$ cat src/rtl/tacs_pkg.sv
`timescale 1ns / 1ps
// Shared constants, types and helper functions of the tile access cost stencil.
package tacs_pkg;

    localparam int MAX_WIDTH   = 64;
    localparam int LINE_LEN    = MAX_WIDTH - 1;
    localparam int COL_W       = $clog2(MAX_WIDTH);
    localparam int WIDTH_W     = 7;
    localparam int HEIGHT_W    = 16;
    localparam int COST_W      = 32;
    localparam int WALK_W      = 31;
    localparam int ADDR_W      = 5;
    localparam int DATA_W      = 32;
    localparam int FIFO_DEPTH  = 8;
    localparam int FIFO_IDX_W  = $clog2(FIFO_DEPTH);
    localparam int FIFO_CNT_W  = FIFO_IDX_W + 1;

    localparam logic [1:0] CLS_OTHER = 2'd0;
    localparam logic [1:0] CLS_ROAD  = 2'd1;
    localparam logic [1:0] CLS_ZONE  = 2'd2;

    typedef enum logic [2:0] {
        REG_GRID_WIDTH   = 3'd0,
        REG_GRID_HEIGHT  = 3'd1,
        REG_INCL_WATER   = 3'd2,
        REG_INCL_ROADS   = 3'd3,
        REG_INCL_ZONES   = 3'd4,
        REG_USE_ZONE_MAP = 3'd5,
        REG_INCL_ADJ     = 3'd6,
        REG_WALK_COST    = 3'd7
    } reg_idx_t;

    // One tile held in the window
    typedef struct packed {
        logic                     water;
        logic [1:0]               cls;
        logic signed [COST_W-1:0] cost;
        logic signed [COST_W-1:0] zone;
    } entry_t;

    typedef struct packed {
        entry_t above;
        entry_t left;
        entry_t center;
        entry_t right;
        entry_t below;
    } taps_t;

    // Bounds and frame flags of the tile whose result is due
    typedef struct packed {
        logic up_ok;
        logic left_ok;
        logic right_ok;
        logic down_ok;
        logic last;
    } emit_t;

    typedef struct packed {
        logic              include_water;
        logic              include_road_tiles;
        logic              include_zones;
        logic              use_zone_map;
        logic              include_adjacent;
        logic [WALK_W-1:0] walk_cost;
    } cfg_t;

    // Non-negative cost candidate
    typedef struct packed {
        logic              ok;
        logic [WALK_W-1:0] v;
    } cand_t;

    typedef struct packed {
        logic signed [COST_W-1:0] access_cost;
        logic                     last_tile;
    } result_t;

    function automatic cand_t cand_min(input cand_t a, input cand_t b);
        cand_t r;
        if (!a.ok)
            r = b;
        else if (!b.ok)
            r = a;
        else if (b.v < a.v)
            r = b;
        else
            r = a;
        return r;
    endfunction

    function automatic cand_t road_cand(input entry_t e, input logic present);
        cand_t r;
        r.ok = present && (e.cls == CLS_ROAD) && !e.cost[COST_W-1];
        r.v  = e.cost[WALK_W-1:0];
        return r;
    endfunction

    // Line cell at which a tile enters so that the line end sits one row back
    function automatic logic [COL_W-1:0] entry_pos(input logic [WIDTH_W-1:0] w);
        logic [WIDTH_W:0] d;
        d = (WIDTH_W+1)'(MAX_WIDTH) - {1'b0, w};
        return d[COL_W-1:0];
    endfunction

endpackage

$ cat src/rtl/tacs_fifo.sv
`timescale 1ns / 1ps
// Result queue between the evaluation pipeline and the cost channel.
module tacs_fifo (
    input  logic                              clk,
    input  logic                              rst_n,
    input  logic                              push,
    input  tacs_pkg::result_t                 push_data,
    output logic                              pop_valid,
    input  logic                              pop_ready,
    output tacs_pkg::result_t                 pop_data,
    output logic [tacs_pkg::FIFO_CNT_W-1:0]   count
);

    tacs_pkg::result_t mem_reg [tacs_pkg::FIFO_DEPTH];

    logic [tacs_pkg::FIFO_IDX_W-1:0] head_reg, head_next;
    logic [tacs_pkg::FIFO_IDX_W-1:0] tail_reg, tail_next;
    logic [tacs_pkg::FIFO_CNT_W-1:0] count_reg, count_next;
    logic                            pop;

    assign pop_valid = (count_reg != '0);
    assign pop       = pop_valid && pop_ready;
    assign pop_data  = mem_reg[head_reg];
    assign count     = count_reg;

    always_comb
    begin
        head_next  = pop  ? head_reg + 1'b1 : head_reg;
        tail_next  = push ? tail_reg + 1'b1 : tail_reg;
        count_next = count_reg;
        if (push && !pop)
            count_next = count_reg + 1'b1;
        else if (pop && !push)
            count_next = count_reg - 1'b1;
    end

    always_ff @(posedge clk or negedge rst_n)
    begin
        if (!rst_n)
        begin
            head_reg  <= '0;
            tail_reg  <= '0;
            count_reg <= '0;
        end
        else
        begin
            head_reg  <= head_next;
            tail_reg  <= tail_next;
            count_reg <= count_next;
        end
    end

    always_ff @(posedge clk)
    begin
        if (push)
        begin
            mem_reg[tail_reg] <= push_data;
        end
    end

endmodule

$ cat config.mk
export PLATFORM = sky130hd
export DESIGN_NAME = tacs_fifo
export DESIGN_NICKNAME = d
export VERILOG_FILES = /design/src/rtl/tacs_pkg.sv /design/src/rtl/tacs_fifo.sv
export SDC_FILE = /design/constraint.sdc
export NUM_CORES = 1
export LEC_CHECK = 0
export BUFFER_PORTS_ARGS = -buffer_cell sky130_fd_sc_hd__buf_2
export CAP_MARGIN = 10
export CORE_MARGIN = 8
export CORE_UTILIZATION = 50
export CTS_BUF_LIST = sky130_fd_sc_hd__clkbuf_16
export CTS_CLUSTER_DIAMETER = 120
export DETAILED_ROUTE_END_ITERATION = 12
export MAX_ROUTING_LAYER = met4
export PLACE_DENSITY = 0.79
export SLEW_MARGIN = 20
export SYNTH_ARGS = -nofsm -noshare
export SYNTH_HDL_FRONTEND = slang
export SYNTH_SLANG_ARGS = --single-unit
$ cat constraint.sdc
create_clock -name clk -period 9.44 [get_ports clk]
set_input_delay 1.888 -clock clk [delete_from_list [all_inputs] [get_ports clk]]
set_output_delay 1.888 -clock clk [all_outputs]
set_load 0.05 [all_outputs]
==> metrics.log <==
[metrics] Clock Tree Root: sky130_fd_sc_hd__clkbuf_16
[metrics] post-synthesis area per instance: around 24 um2
[metrics] clk_skew: between 0.01 and 0.015 ns
[metrics] total of max-cap violations: 0
[metrics] Final Max Tran Viols: 0
[metrics] die area: 26,200 um2
[metrics] TritonCTS clock tree: done
[metrics] share of final-layout standard cells stronger than drive strength 1: 0.424
[metrics] detailed-route via count: approximately 4,800
[metrics] main combinational cell family by area after synthesis: multiplexers
[metrics] cell leakage power: between 0.004 and 0.005 uW
[metrics] Worst VDD drop: 0.313 mV
[metrics] net count reported at finish: between 500 and 600
[metrics] clock latency at the later pin of the worst-skew pair: 0.53 ns
[metrics] vias in the first global route: 5,087
[metrics] Worst-path clk slew: 0.06 ns
[metrics] Worst Tran Pin Value: 0.993 ns
[metrics] arrival time of the worst setup path: 3.25 ns
[metrics] Hold Violations, Final: 0
[metrics] Iter 0 DRT Violations: 326
[metrics] placer congestion estimate: 0.677
[metrics] setup total negative slack: 0 ns
[metrics] Resize count post-CTS: 0
[metrics] Worst setup EP type: output port
[metrics] fmax: 0.195 GHz
[metrics] aggregate global routing overflow: 0
[metrics] setup repair after global routing missed its margin: no
[metrics] post-cts hold buffer count: 0
[metrics] Critical Path Fanout Max: 46
[metrics] type of the tightest min-delay check: flip-flop to flip-flop
[metrics] Starting Density: 0.507
[metrics] aggregate global-route resource usage: 0.157
[metrics] fraction of the mapped netlist area in simple logic gates: 0.0115
[metrics] pin count of the biggest net entering global routing: 69
[metrics] row count: 53
[metrics] final number of setup-violating endpoints: 0
[metrics] routed wire length: 19,900 um
[metrics] wire per inst: 23.9 um
[metrics] number of buffers between clock root and the deepest sink: 3
[metrics] synthesized instance count: between 400 and 500
[metrics] PwrDens: 351 nW/um2
[metrics] number of buffer cells added on primary ports: 74
[metrics] I/O pin cnt: between 70 and 80
[metrics] Distinct cells, synth: 29
[metrics] Std-Cell Core Area: about 21,000 um2
[metrics] netlist area before placement: roughly 11,000 um2
[metrics] Die Y: 162 um
[metrics] mux cell area share after synthesis: 0.187
[metrics] H-tree depth: 1
[metrics] adder-cell area share of the yosys netlist: 0.00777
[metrics] Final Critical Period: 5.14 ns
[metrics] antenna violations before repair: 3
[metrics] required time of the worst setup path: 7.55 ns
[metrics] area fraction in compound gates after synthesis: 0.00389
[metrics] post-synthesis register bit count: 274
[metrics] startpoint type of the worst setup path: flip-flop
[metrics] Antenna Violating Nets Remaining: 0
[metrics] first-pass iteration count of the detailed router: 4
[metrics] share of the clock period used by the worst path: 0.544
[metrics] Vias/cell: ~5.7
[metrics] overall die width: 162 um
[metrics] post-synthesis sequential area ratio: 0.770
[metrics] headroom to the max-slew limit: 0.338
[metrics] Yosys warning total: 0
[metrics] buffers inserted by post-CTS timing repair: 0
[metrics] wire length of the first global-routing pass: about 30,000 um
[metrics] Largest register FFs: 264
[metrics] CP Class: flip-flop to output port
[metrics] layout overhead on the synthesized area: 15.6%
[metrics] # DRC: 0
[metrics] Post-DP HPWL: 10,700 um
[metrics] Worst Hold Margin: 0.542 ns
[metrics] post-synth net total: slightly below 500
[metrics] status: complete, no violations
[metrics] number of clock sinks: roughly 270
[metrics] number of buffers created by CTS: 28
[metrics] fraction of synthesized cell area in xor and xnor cells: 0.00495
## stage by stage
stage / std cells / utilization / cell area, um2 / total power (uW) / worst slack (ns)
after floorplan: 441 / - / 10600 / 2940 / 4.72
after global placement: 780 / 0.540 / 11300 / 3220 / 4.86
after detailed placement: 780 / 0.540 / 11300 / 3260 / 4.81
after CTS: 832 / 0.586 / 12300 / 4370 / 4.23
after global routing: 835 / 0.586 / 12300 / 4500 / 4.10
final: 836 / 0.586 / 12300 / 4310 / 4.30
## placed cells by master (no fill, tap or decap), types with 4 or more instances in the layout
| cell type | netlist | layout |
|---|---|---|
| sky130_fd_sc_hd__buf_2 | 6 | 74 |
| sky130_fd_sc_hd__buf_4 | 0 | 10 |
| sky130_fd_sc_hd__bufinv_16 | 0 | 5 |
| sky130_fd_sc_hd__clkbuf_16 | 0 | 28 |
| sky130_fd_sc_hd__clkinv_1 | 0 | 7 |
| sky130_fd_sc_hd__clkinv_2 | 0 | 4 |
| sky130_fd_sc_hd__dfrtp_1 | 10 | 7 |
| sky130_fd_sc_hd__diode_2 | 0 | 4 |
| sky130_fd_sc_hd__edfxtp_1 | 264 | 264 |
| sky130_fd_sc_hd__ha_1 | 5 | 5 |
| sky130_fd_sc_hd__inv_1 | 1 | 6 |
| sky130_fd_sc_hd__mux2_2 | 12 | 12 |
| sky130_fd_sc_hd__mux2_4 | 23 | 23 |
| sky130_fd_sc_hd__mux4_2 | 66 | 66 |
| sky130_fd_sc_hd__nand2_1 | 6 | 6 |
| sky130_fd_sc_hd__nor2_4 | 0 | 6 |
| sky130_fd_sc_hd__xnor2_1 | 5 | 5 |
## Yosys cell counts
library cell                 n  area share
sky130_fd_sc_hd__buf_6       1      0.0011
sky130_fd_sc_hd__o21ai_0     1     0.00047
sky130_fd_sc_hd__ha_1        5      0.0059
sky130_fd_sc_hd__a2111o_1    1      0.0011
sky130_fd_sc_hd__fa_1        1      0.0019
sky130_fd_sc_hd__mux2_2     12       0.013
sky130_fd_sc_hd__nor2_1      6      0.0021
sky130_fd_sc_hd__mux2_4     23       0.033
sky130_fd_sc_hd__mux2_1      1      0.0011
sky130_fd_sc_hd__inv_1       1     0.00035
sky130_fd_sc_hd__nor3_1      3      0.0014
sky130_fd_sc_hd__nand3b_1    1     0.00071
sky130_fd_sc_hd__xnor2_1     5      0.0041
sky130_fd_sc_hd__buf_1       5      0.0018
sky130_fd_sc_hd__a21oi_1     2     0.00094
sky130_fd_sc_hd__or3_1       1     0.00059
sky130_fd_sc_hd__nand2_1     6      0.0021
sky130_fd_sc_hd__o211ai_1    2      0.0014
sky130_fd_sc_hd__buf_2       6      0.0028
sky130_fd_sc_hd__nand2b_1    3      0.0018
sky130_fd_sc_hd__buf_12      4      0.0075
sky130_fd_sc_hd__edfxtp_1  264        0.75
sky130_fd_sc_hd__dfrtp_1    10       0.024
sky130_fd_sc_hd__mux2i_1     1     0.00094
sky130_fd_sc_hd__clkbuf_1    4      0.0014
sky130_fd_sc_hd__nand3_1     3      0.0014
sky130_fd_sc_hd__xor2_1      1     0.00082
sky130_fd_sc_hd__mux4_2     66        0.14
sky130_fd_sc_hd__or4_1       2      0.0014
## path summary, 6_finish.rpt
kind,startpoint,to,slack (ns),cells after the start
min in group asynchronous,rst_n,head_reg[0],1.22,1
setup reg to reg,count[0],count[3],6.57,8
max in group asynchronous,rst_n,head_reg[1],7.98,1
hold / removal,count[2],count[2],0.54,2
hold reg to reg,count[2],count[2],0.54,2
setup / recovery,head_reg[0],pop_data[26],4.30,4
## worst max-delay path, cell delays in order, from the launching register on
cell and delay (ns):
sky130_fd_sc_hd__dfrtp_4 0.71, sky130_fd_sc_hd__buf_4 0.80, sky130_fd_sc_hd__mux4_2 0.61, sky130_fd_sc_hd__mux2_2 0.32
sky130_fd_sc_hd__buf_2 0.22
## final cells by class
type | instances | area [um2]
diodes | 4 | 10.0
repair buffers | 84 | 445
clock inverters | 24 | 248
inverters | 1 | 3.75
clock buffers | 28 | 701
well taps | 275 | 344
fillers | 1510 | 8670
multi-input cells | 146 | 2340
flip-flops and latches | 274 | 8190
## layer usage
layer | part of all wire | wire, um | track usage | vias to the layer above
li1 | - | - | - | 2069
met1 | 0.42 | 8290 | 0.205 | 2512
met2 | 0.51 | 10100 | 0.256 | 155
met3 | 0.063 | 1250 | 0.0306 | 27
met4 | 0.014 | 280 | 0.0324 | 0
met5 | 0 | 0 | - | -
## cells by family after synthesis
group	count (synthesis)
AOI/OAI and AO/OA	6
xor gates and xnor gates	6
adders and majority gates	6
buffers and inverters	21
DFF	274
muxes	103
and+or+nand+nor	25
## report_power, final
group          switching [uW]  internal [uW]
registers                 146           1540
logic                     925            601
clock network             431            675
No activity file was read; power rests on OpenSTA's default activity.
