File: src/rtl/tacs_pkg.sv
`timescale 1ns / 1ps
// Shared constants, types and helper functions of the tile access cost stencil.
package tacs_pkg;

    localparam int MAX_WIDTH   = 64;
    localparam int LINE_LEN    = MAX_WIDTH - 1;
    localparam int COL_W       = $clog2(MAX_WIDTH);
    localparam int WIDTH_W     = 7;
    localparam int HEIGHT_W    = 16;
    localparam int COST_W      = 32;
    localparam int WALK_W      = 31;
    localparam int ADDR_W      = 5;
    localparam int DATA_W      = 32;
    localparam int FIFO_DEPTH  = 8;
    localparam int FIFO_IDX_W  = $clog2(FIFO_DEPTH);
    localparam int FIFO_CNT_W  = FIFO_IDX_W + 1;

    localparam logic [1:0] CLS_OTHER = 2'd0;
    localparam logic [1:0] CLS_ROAD  = 2'd1;
    localparam logic [1:0] CLS_ZONE  = 2'd2;

    typedef enum logic [2:0] {
        REG_GRID_WIDTH   = 3'd0,
        REG_GRID_HEIGHT  = 3'd1,
        REG_INCL_WATER   = 3'd2,
        REG_INCL_ROADS   = 3'd3,
        REG_INCL_ZONES   = 3'd4,
        REG_USE_ZONE_MAP = 3'd5,
        REG_INCL_ADJ     = 3'd6,
        REG_WALK_COST    = 3'd7
    } reg_idx_t;

    // One tile held in the window
    typedef struct packed {
        logic                     water;
        logic [1:0]               cls;
        logic signed [COST_W-1:0] cost;
        logic signed [COST_W-1:0] zone;
    } entry_t;

    typedef struct packed {
        entry_t above;
        entry_t left;
        entry_t center;
        entry_t right;
        entry_t below;
    } taps_t;

    // Bounds and frame flags of the tile whose result is due
    typedef struct packed {
        logic up_ok;
        logic left_ok;
        logic right_ok;
        logic down_ok;
        logic last;
    } emit_t;

    typedef struct packed {
        logic              include_water;
        logic              include_road_tiles;
        logic              include_zones;
        logic              use_zone_map;
        logic              include_adjacent;
        logic [WALK_W-1:0] walk_cost;
    } cfg_t;

    // Non-negative cost candidate
    typedef struct packed {
        logic              ok;
        logic [WALK_W-1:0] v;
    } cand_t;

    typedef struct packed {
        logic signed [COST_W-1:0] access_cost;
        logic                     last_tile;
    } result_t;

    function automatic cand_t cand_min(input cand_t a, input cand_t b);
        cand_t r;
        if (!a.ok)
            r = b;
        else if (!b.ok)
            r = a;
        else if (b.v < a.v)
            r = b;
        else
            r = a;
        return r;
    endfunction

    function automatic cand_t road_cand(input entry_t e, input logic present);
        cand_t r;
        r.ok = present && (e.cls == CLS_ROAD) && !e.cost[COST_W-1];
        r.v  = e.cost[WALK_W-1:0];
        return r;
    endfunction

    // Line cell at which a tile enters so that the line end sits one row back
    function automatic logic [COL_W-1:0] entry_pos(input logic [WIDTH_W-1:0] w);
        logic [WIDTH_W:0] d;
        d = (WIDTH_W+1)'(MAX_WIDTH) - {1'b0, w};
        return d[COL_W-1:0];
    endfunction

endpackage

File: src/rtl/tacs_eval.sv
`timescale 1ns / 1ps
// Cost evaluation pipeline: neighbour minimum, selection, walk cost add with saturation.
module tacs_eval (
    input  logic              clk,
    input  logic              rst_n,
    input  logic              tap_valid,
    input  tacs_pkg::emit_t   info,
    input  tacs_pkg::taps_t   taps,
    input  tacs_pkg::cfg_t    cfg,
    output logic              res_valid,
    output tacs_pkg::result_t res,
    output logic [1:0]        in_flight
);

    typedef struct packed {
        logic                        last;
        logic                        excl;
        logic                        direct;
        logic                        own_ok;
        logic [tacs_pkg::WALK_W-1:0] own;
        logic                        zone_tile;
        logic                        map_ok;
        logic [tacs_pkg::WALK_W-1:0] zc;
        tacs_pkg::cand_t             pair_a;
        tacs_pkg::cand_t             pair_b;
    } s2_t;

    typedef struct packed {
        logic                        last;
        logic                        neg;
        logic                        add;
        logic [tacs_pkg::WALK_W-1:0] val;
    } s3_t;

    s2_t  s2_next, s2_reg;
    s3_t  s3_next, s3_reg;
    logic s2_valid_reg, s3_valid_reg;

    tacs_pkg::entry_t            c;
    tacs_pkg::cand_t             adj, m;
    logic [tacs_pkg::COST_W-1:0] sum;

    // stage 2: per-tap checks and pairwise minimum
    always_comb
    begin
        c                 = taps.center;
        s2_next.last      = info.last;
        s2_next.excl      = c.water && !cfg.include_water;
        s2_next.direct    = cfg.include_road_tiles && (c.cls == tacs_pkg::CLS_ROAD);
        s2_next.own_ok    = !c.cost[tacs_pkg::COST_W-1];
        s2_next.own       = c.cost[tacs_pkg::WALK_W-1:0];
        s2_next.zone_tile = cfg.include_zones && (c.cls == tacs_pkg::CLS_ZONE);
        s2_next.map_ok    = cfg.use_zone_map && !c.zone[tacs_pkg::COST_W-1];
        s2_next.zc        = c.zone[tacs_pkg::WALK_W-1:0];
        s2_next.pair_a    = tacs_pkg::cand_min(tacs_pkg::road_cand(taps.above, info.up_ok),
                                               tacs_pkg::road_cand(taps.left, info.left_ok));
        s2_next.pair_b    = tacs_pkg::cand_min(tacs_pkg::road_cand(taps.right, info.right_ok),
                                               tacs_pkg::road_cand(taps.below, info.down_ok));
    end

    // stage 3: final minimum and choice of source
    always_comb
    begin
        adj = tacs_pkg::cand_min(s2_reg.pair_a, s2_reg.pair_b);
        if (s2_reg.zone_tile && s2_reg.map_ok)
        begin
            m.ok = 1'b1;
            m.v  = s2_reg.zc;
        end
        else if (cfg.include_adjacent)
        begin
            m = adj;
        end
        else
        begin
            m = '0;
        end

        s3_next.last = s2_reg.last;
        if (s2_reg.excl)
        begin
            s3_next.neg = 1'b1;
            s3_next.add = 1'b0;
            s3_next.val = s2_reg.own;
        end
        else if (s2_reg.direct)
        begin
            s3_next.neg = !s2_reg.own_ok;
            s3_next.add = 1'b0;
            s3_next.val = s2_reg.own;
        end
        else
        begin
            s3_next.neg = !m.ok;
            s3_next.add = 1'b1;
            s3_next.val = m.v;
        end
    end

    // final: walk cost add, saturating
    always_comb
    begin
        sum           = {1'b0, s3_reg.val} + {1'b0, cfg.walk_cost};
        res.last_tile = s3_reg.last;
        if (s3_reg.neg)
            res.access_cost = -32'sd1;
        else if (s3_reg.add && sum[tacs_pkg::COST_W-1])
            res.access_cost = 32'sh7FFF_FFFF;
        else if (s3_reg.add)
            res.access_cost = $signed(sum);
        else
            res.access_cost = $signed({1'b0, s3_reg.val});
    end

    always_ff @(posedge clk or negedge rst_n)
    begin
        if (!rst_n)
        begin
            s2_valid_reg <= 1'b0;
            s3_valid_reg <= 1'b0;
        end
        else
        begin
            s2_valid_reg <= tap_valid;
            s3_valid_reg <= s2_valid_reg;
        end
    end

    always_ff @(posedge clk)
    begin
        s2_reg <= s2_next;
        s3_reg <= s3_next;
    end

    assign res_valid = s3_valid_reg;
    assign in_flight = {1'b0, s2_valid_reg} + {1'b0, s3_valid_reg};

endmodule

File: config.mk
export PLATFORM = sky130hd
export DESIGN_NAME = tacs_eval
export DESIGN_NICKNAME = d
export VERILOG_FILES = /design/src/rtl/tacs_pkg.sv /design/src/rtl/tacs_eval.sv
export SDC_FILE = /design/constraint.sdc
export NUM_CORES = 1
export LEC_CHECK = 0
export BUFFER_PORTS_ARGS = -buffer_cell sky130_fd_sc_hd__buf_2
export CORE_AREA = 3 3 161 163
export CTS_CLUSTER_SIZE = 30
export DETAILED_ROUTE_END_ITERATION = 8
export DIE_AREA = 0 0 164 166
export PLACE_DENSITY = 0.67
export SYNTH_ARGS = -nofsm -noshare
export SYNTH_HDL_FRONTEND = slang
export SYNTH_SLANG_ARGS = --single-unit
File: constraint.sdc
create_clock -name clk -period 10.65 [get_ports clk]
set_clock_uncertainty 0.15 [all_clocks]
set_input_delay 2.13 -clock clk [delete_from_list [all_inputs] [get_ports clk]]
set_output_delay 2.13 -clock clk [all_outputs]
set_load 0.05 [all_outputs]
==> metrics.md <==
| Metric | Value |
|---|---|
| R2R cell count | 10 |
| Largest net degree at the start of global routing | 34 |
| Initial antenna violation count | 4 |
| Top-count cell post-synth | dfxtp_1 |
| CP Launch Type | input pin |
| Crit end category | output port |
| Post-route antenna net violation count | 0 |
| CTS tree | built |
| GRT overflow | 0 |
| Resized cells post-CTS | 0 |
| DIE WIDTH | between 150 and 200 um |
| Worst hold path endpoint | res[0] |
| Synthesized area | about 0.0095 mm^2 |
| Vias | slightly above 8000 |
| Total GRT Usage | about a fifth |
| Max stage delay on crit path | between 0.6 and 0.7 ns |
| Clock transition at path regs | around 0.070 ns |
| FF+latch count, synth | 168 |
| Starting density of the core | 38.7% |
| CTS Buf Count | 17 |
| First-pass GRT wire length | approximately 41000 um |
| Psw | 0.536 mW |
| Fin. Hold Viols | 0 |
| Final Power | 1.70 mW |
| Post-DP HPWL | ~22000 um |
| Logic pwr share | between 20 and 25% |
| R2r startpoint | s2_reg[60] |
| Crit-path cells | buf_2 -> ha_1 -> o21ai_0 -> o21ai_0 -> a31oi_1 -> nand3_2 -> a311oi_2 -> o21ai_2 -> a21oi_4 -> o211ai_1 -> buf_2 |
| Via density | ~5.1 |
| # hold bufs at CTS | 0 |
| Post-synth EDFFs | 0 |
| Max FFs per register | 132 |
| CTS root buf | clkbuf_16 |
| Register share of total power | between 40% and 50% |
| # rows | 57 |
| Post-synth top area share | 35.1% |
| Fin nets | about 1800 |
| Fmax | 130 MHz |
| Hold WC Path Type | reg2reg |
| Residual DRC | 0 |
| Worst EP required | 8.37 ns |
| Area contributors post-synth | dfxtp_1 (35%), ha_1 (16%), mux2_2 (7.1%), inv_1 (4.1%), mux2i_1 (4.0%) |
| Core area | 0.0245 mm^2 |
| Clock network power share | 34.4% |
| Synth unique cells | 59 |
| Setup TNS | 0 ns |
| Post-synth top cells | dfxtp_1 (166), ha_1 (122), inv_1 (103), o21ai_0 (72), mux2_2 (60) |
| RSZ-0062 raised after global routing | no |
| Final Max Slew Viols | 0 |
| Worst hold stages | 0 |
| Rel. slew slack | 50.0% |
| Async S/R FF share, synth | between 1 and 1.5% |
| Maximum clock insertion buffer count | 2 |
| Pre-antenna DRT Iters | 5 |
| Worst skew pair latency | 0.43 ns |
| Per-cell routed wire length | 16.1 um |
| Setup slack, reg-to-reg | 7.39 ns |
| Syn Area/Cell | between 9 and 10 um^2 |
| Die H | 166 um |
| Area leader, netlist | dfxtp_1 |
| FF/Latch Area | 0.00337 mm^2 |
| Internal power | roughly 1.2 mW |
| Least-Margin Pin Slew | 0.750 ns |
| Setup Fix Bufs, Post-CTS | 0 |
| Initial DRC count | just over 500 |
| Final GP Congestion | approximately 0.94 |
| Multi-input logic area | 0.00557 mm^2 |
| Status | finished clean |
| WP data arrival | 5.38 ns |
| Ys flop type | dfxtp_1 |
| Hold Startpoint | s2_reg[131] |
| PD cells | 144 mW/mm^2 |
| Critical path's slowest cell | a21oi_4 |
| Port Buffers | 282 |
| Maximum VDD drop | roughly 0.076 mV |
| Clk sinks | 168 |
| Routed WL | ~26000 um |
| Number of I/O pins | 415 |
| H-tree levels | 4 |
| Layout cells sized above 1 | a little over 30% |
| Net Sw Frac | around a third |
| Leakage power | roughly 5.8 nW |
| Minimum clock period | 7.66 ns |
| Syn. warnings | 0 |
| Max_cap viols | 0 |
| Worst R2R End | s3_reg[10] |
| Worst-path maximum fanout | 26 |
| Die Footprint | 0.0272 mm^2 |
| Sequential cell area fraction in the yosys report | a little over a third |
| Filler cell count | 2355 |
| Final period util | 72.0% |
| Cells after Synth | 1007 |
| Synth Net Count | 1509 |
| Vias in the first global route | 8090 |
| WS Path Type | in2out |
| Area delta synth->final | 24.2% |
| Final-report setup violation count | 0 |
-- per-stage QoR --
step           utilization, %  setup slack, ns  cell area, um^2  hold WS [ns]  cells
5_1_grt                  48.1             2.74            11800         0.201   1618
3_5_place_dp             45.8             3.00            11200         0.176   1584
4_1_cts                  48.1             2.98            11800         0.193   1616
3_3_place_gp             45.8             3.01            11200         0.160   1584
2_1_floorplan               -             3.34             9470         0.160   1007
6_report                 48.1             2.99            11800         0.185   1618
-- per-layer routing --
metal  vias up  GRT usage, %  part of all wire, %
met2       223          31.4                   48
li1       4159             -                    -
met1      3757          24.8                   45
met4         4          5.41                  1.4
met5         -             0                 0.11
met3        31          3.89                  5.5
-- power by group through the flow --
stage / clock (mW) / combinational (mW) / sequential, mW
3_3_place_gp: 0 / 0.411 / 0.709
6_report: 0.584 / 0.418 / 0.696
4_1_cts: 0.599 / 0.420 / 0.695
2_1_floorplan: 0 / 0.291 / 0.702
5_1_grt: 0.626 / 0.470 / 0.700
3_5_place_dp: 0 / 0.417 / 0.710
-- cell families after synthesis --
logic type | after synthesis | share of synthesized area (%)
AOI/OAI and AO/OA | 274 | 18.9
DFF | 168 | 35.6
adders and majority gates | 123 | 16.3
xor gates and xnor gates | 21 | 1.94
muxes | 101 | 11.5
buffers and inverters | 139 | 5.80
and+or+nand+nor | 181 | 9.92
-- how the worst max path moves through the flow --
stage                     cells after the start  endpoint   start  slack (ns)
after floorplan                              11   res[15]  cfg[0]        3.34
after global placement                       11    res[6]  cfg[1]        3.01
after detailed placement                     11    res[6]  cfg[2]        3.00
after CTS                                    11    res[6]  cfg[2]        2.98
after global routing                         11    res[6]  cfg[2]        2.74
final                                        11   res[28]  cfg[2]        2.99
-- final cells by class --
cell class | instances | area share (%)
Sequential cell | 168 | 28.7
Multi-Input combinational cell | 700 | 47.3
Antenna cell | 2 | 0.0425
Tap cell | 324 | 3.44
Clock buffer | 17 | 3.61
Inverter | 103 | 3.28
Timing Repair Buffer | 289 | 12.4
Clock inverter | 15 | 1.18
-- worst max-delay path: cells and delay by family --
family	cells	cell delay (ns)
buf+inv	2	0.41
fa+ha+maj	1	0.33
simple gates	1	0.20
compound gates	7	2.31
-- cells in the final DEF (no fill, tap or decap), types with 3 or more instances in the layout --
master,instances
clkinv_2,4
buf_4,7
nor2_1,34
nand4bb_1,3
o21ai_2,3
a211o_1,8
nor3_1,9
a21o_1,50
inv_8,4
o31a_1,3
and2_1,4
o211ai_1,12
a22oi_1,31
xnor2_1,12
mux2_2,60
nand3_1,16
o21a_1,5
a21oi_1,53
buf_2,282
a31oi_1,7
clkbuf_16,17
nor2b_1,10
and3_1,8
nand4_1,18
nand2b_1,11
dfxtp_1,166
mux2i_1,38
o2111ai_1,3
ha_1,122
or2_2,7
xor2_1,9
mux2_1,3
inv_1,103
nand2_1,47
o21ai_0,72
a211oi_1,7
Note: power is estimated with default switching activity, not from simulation.
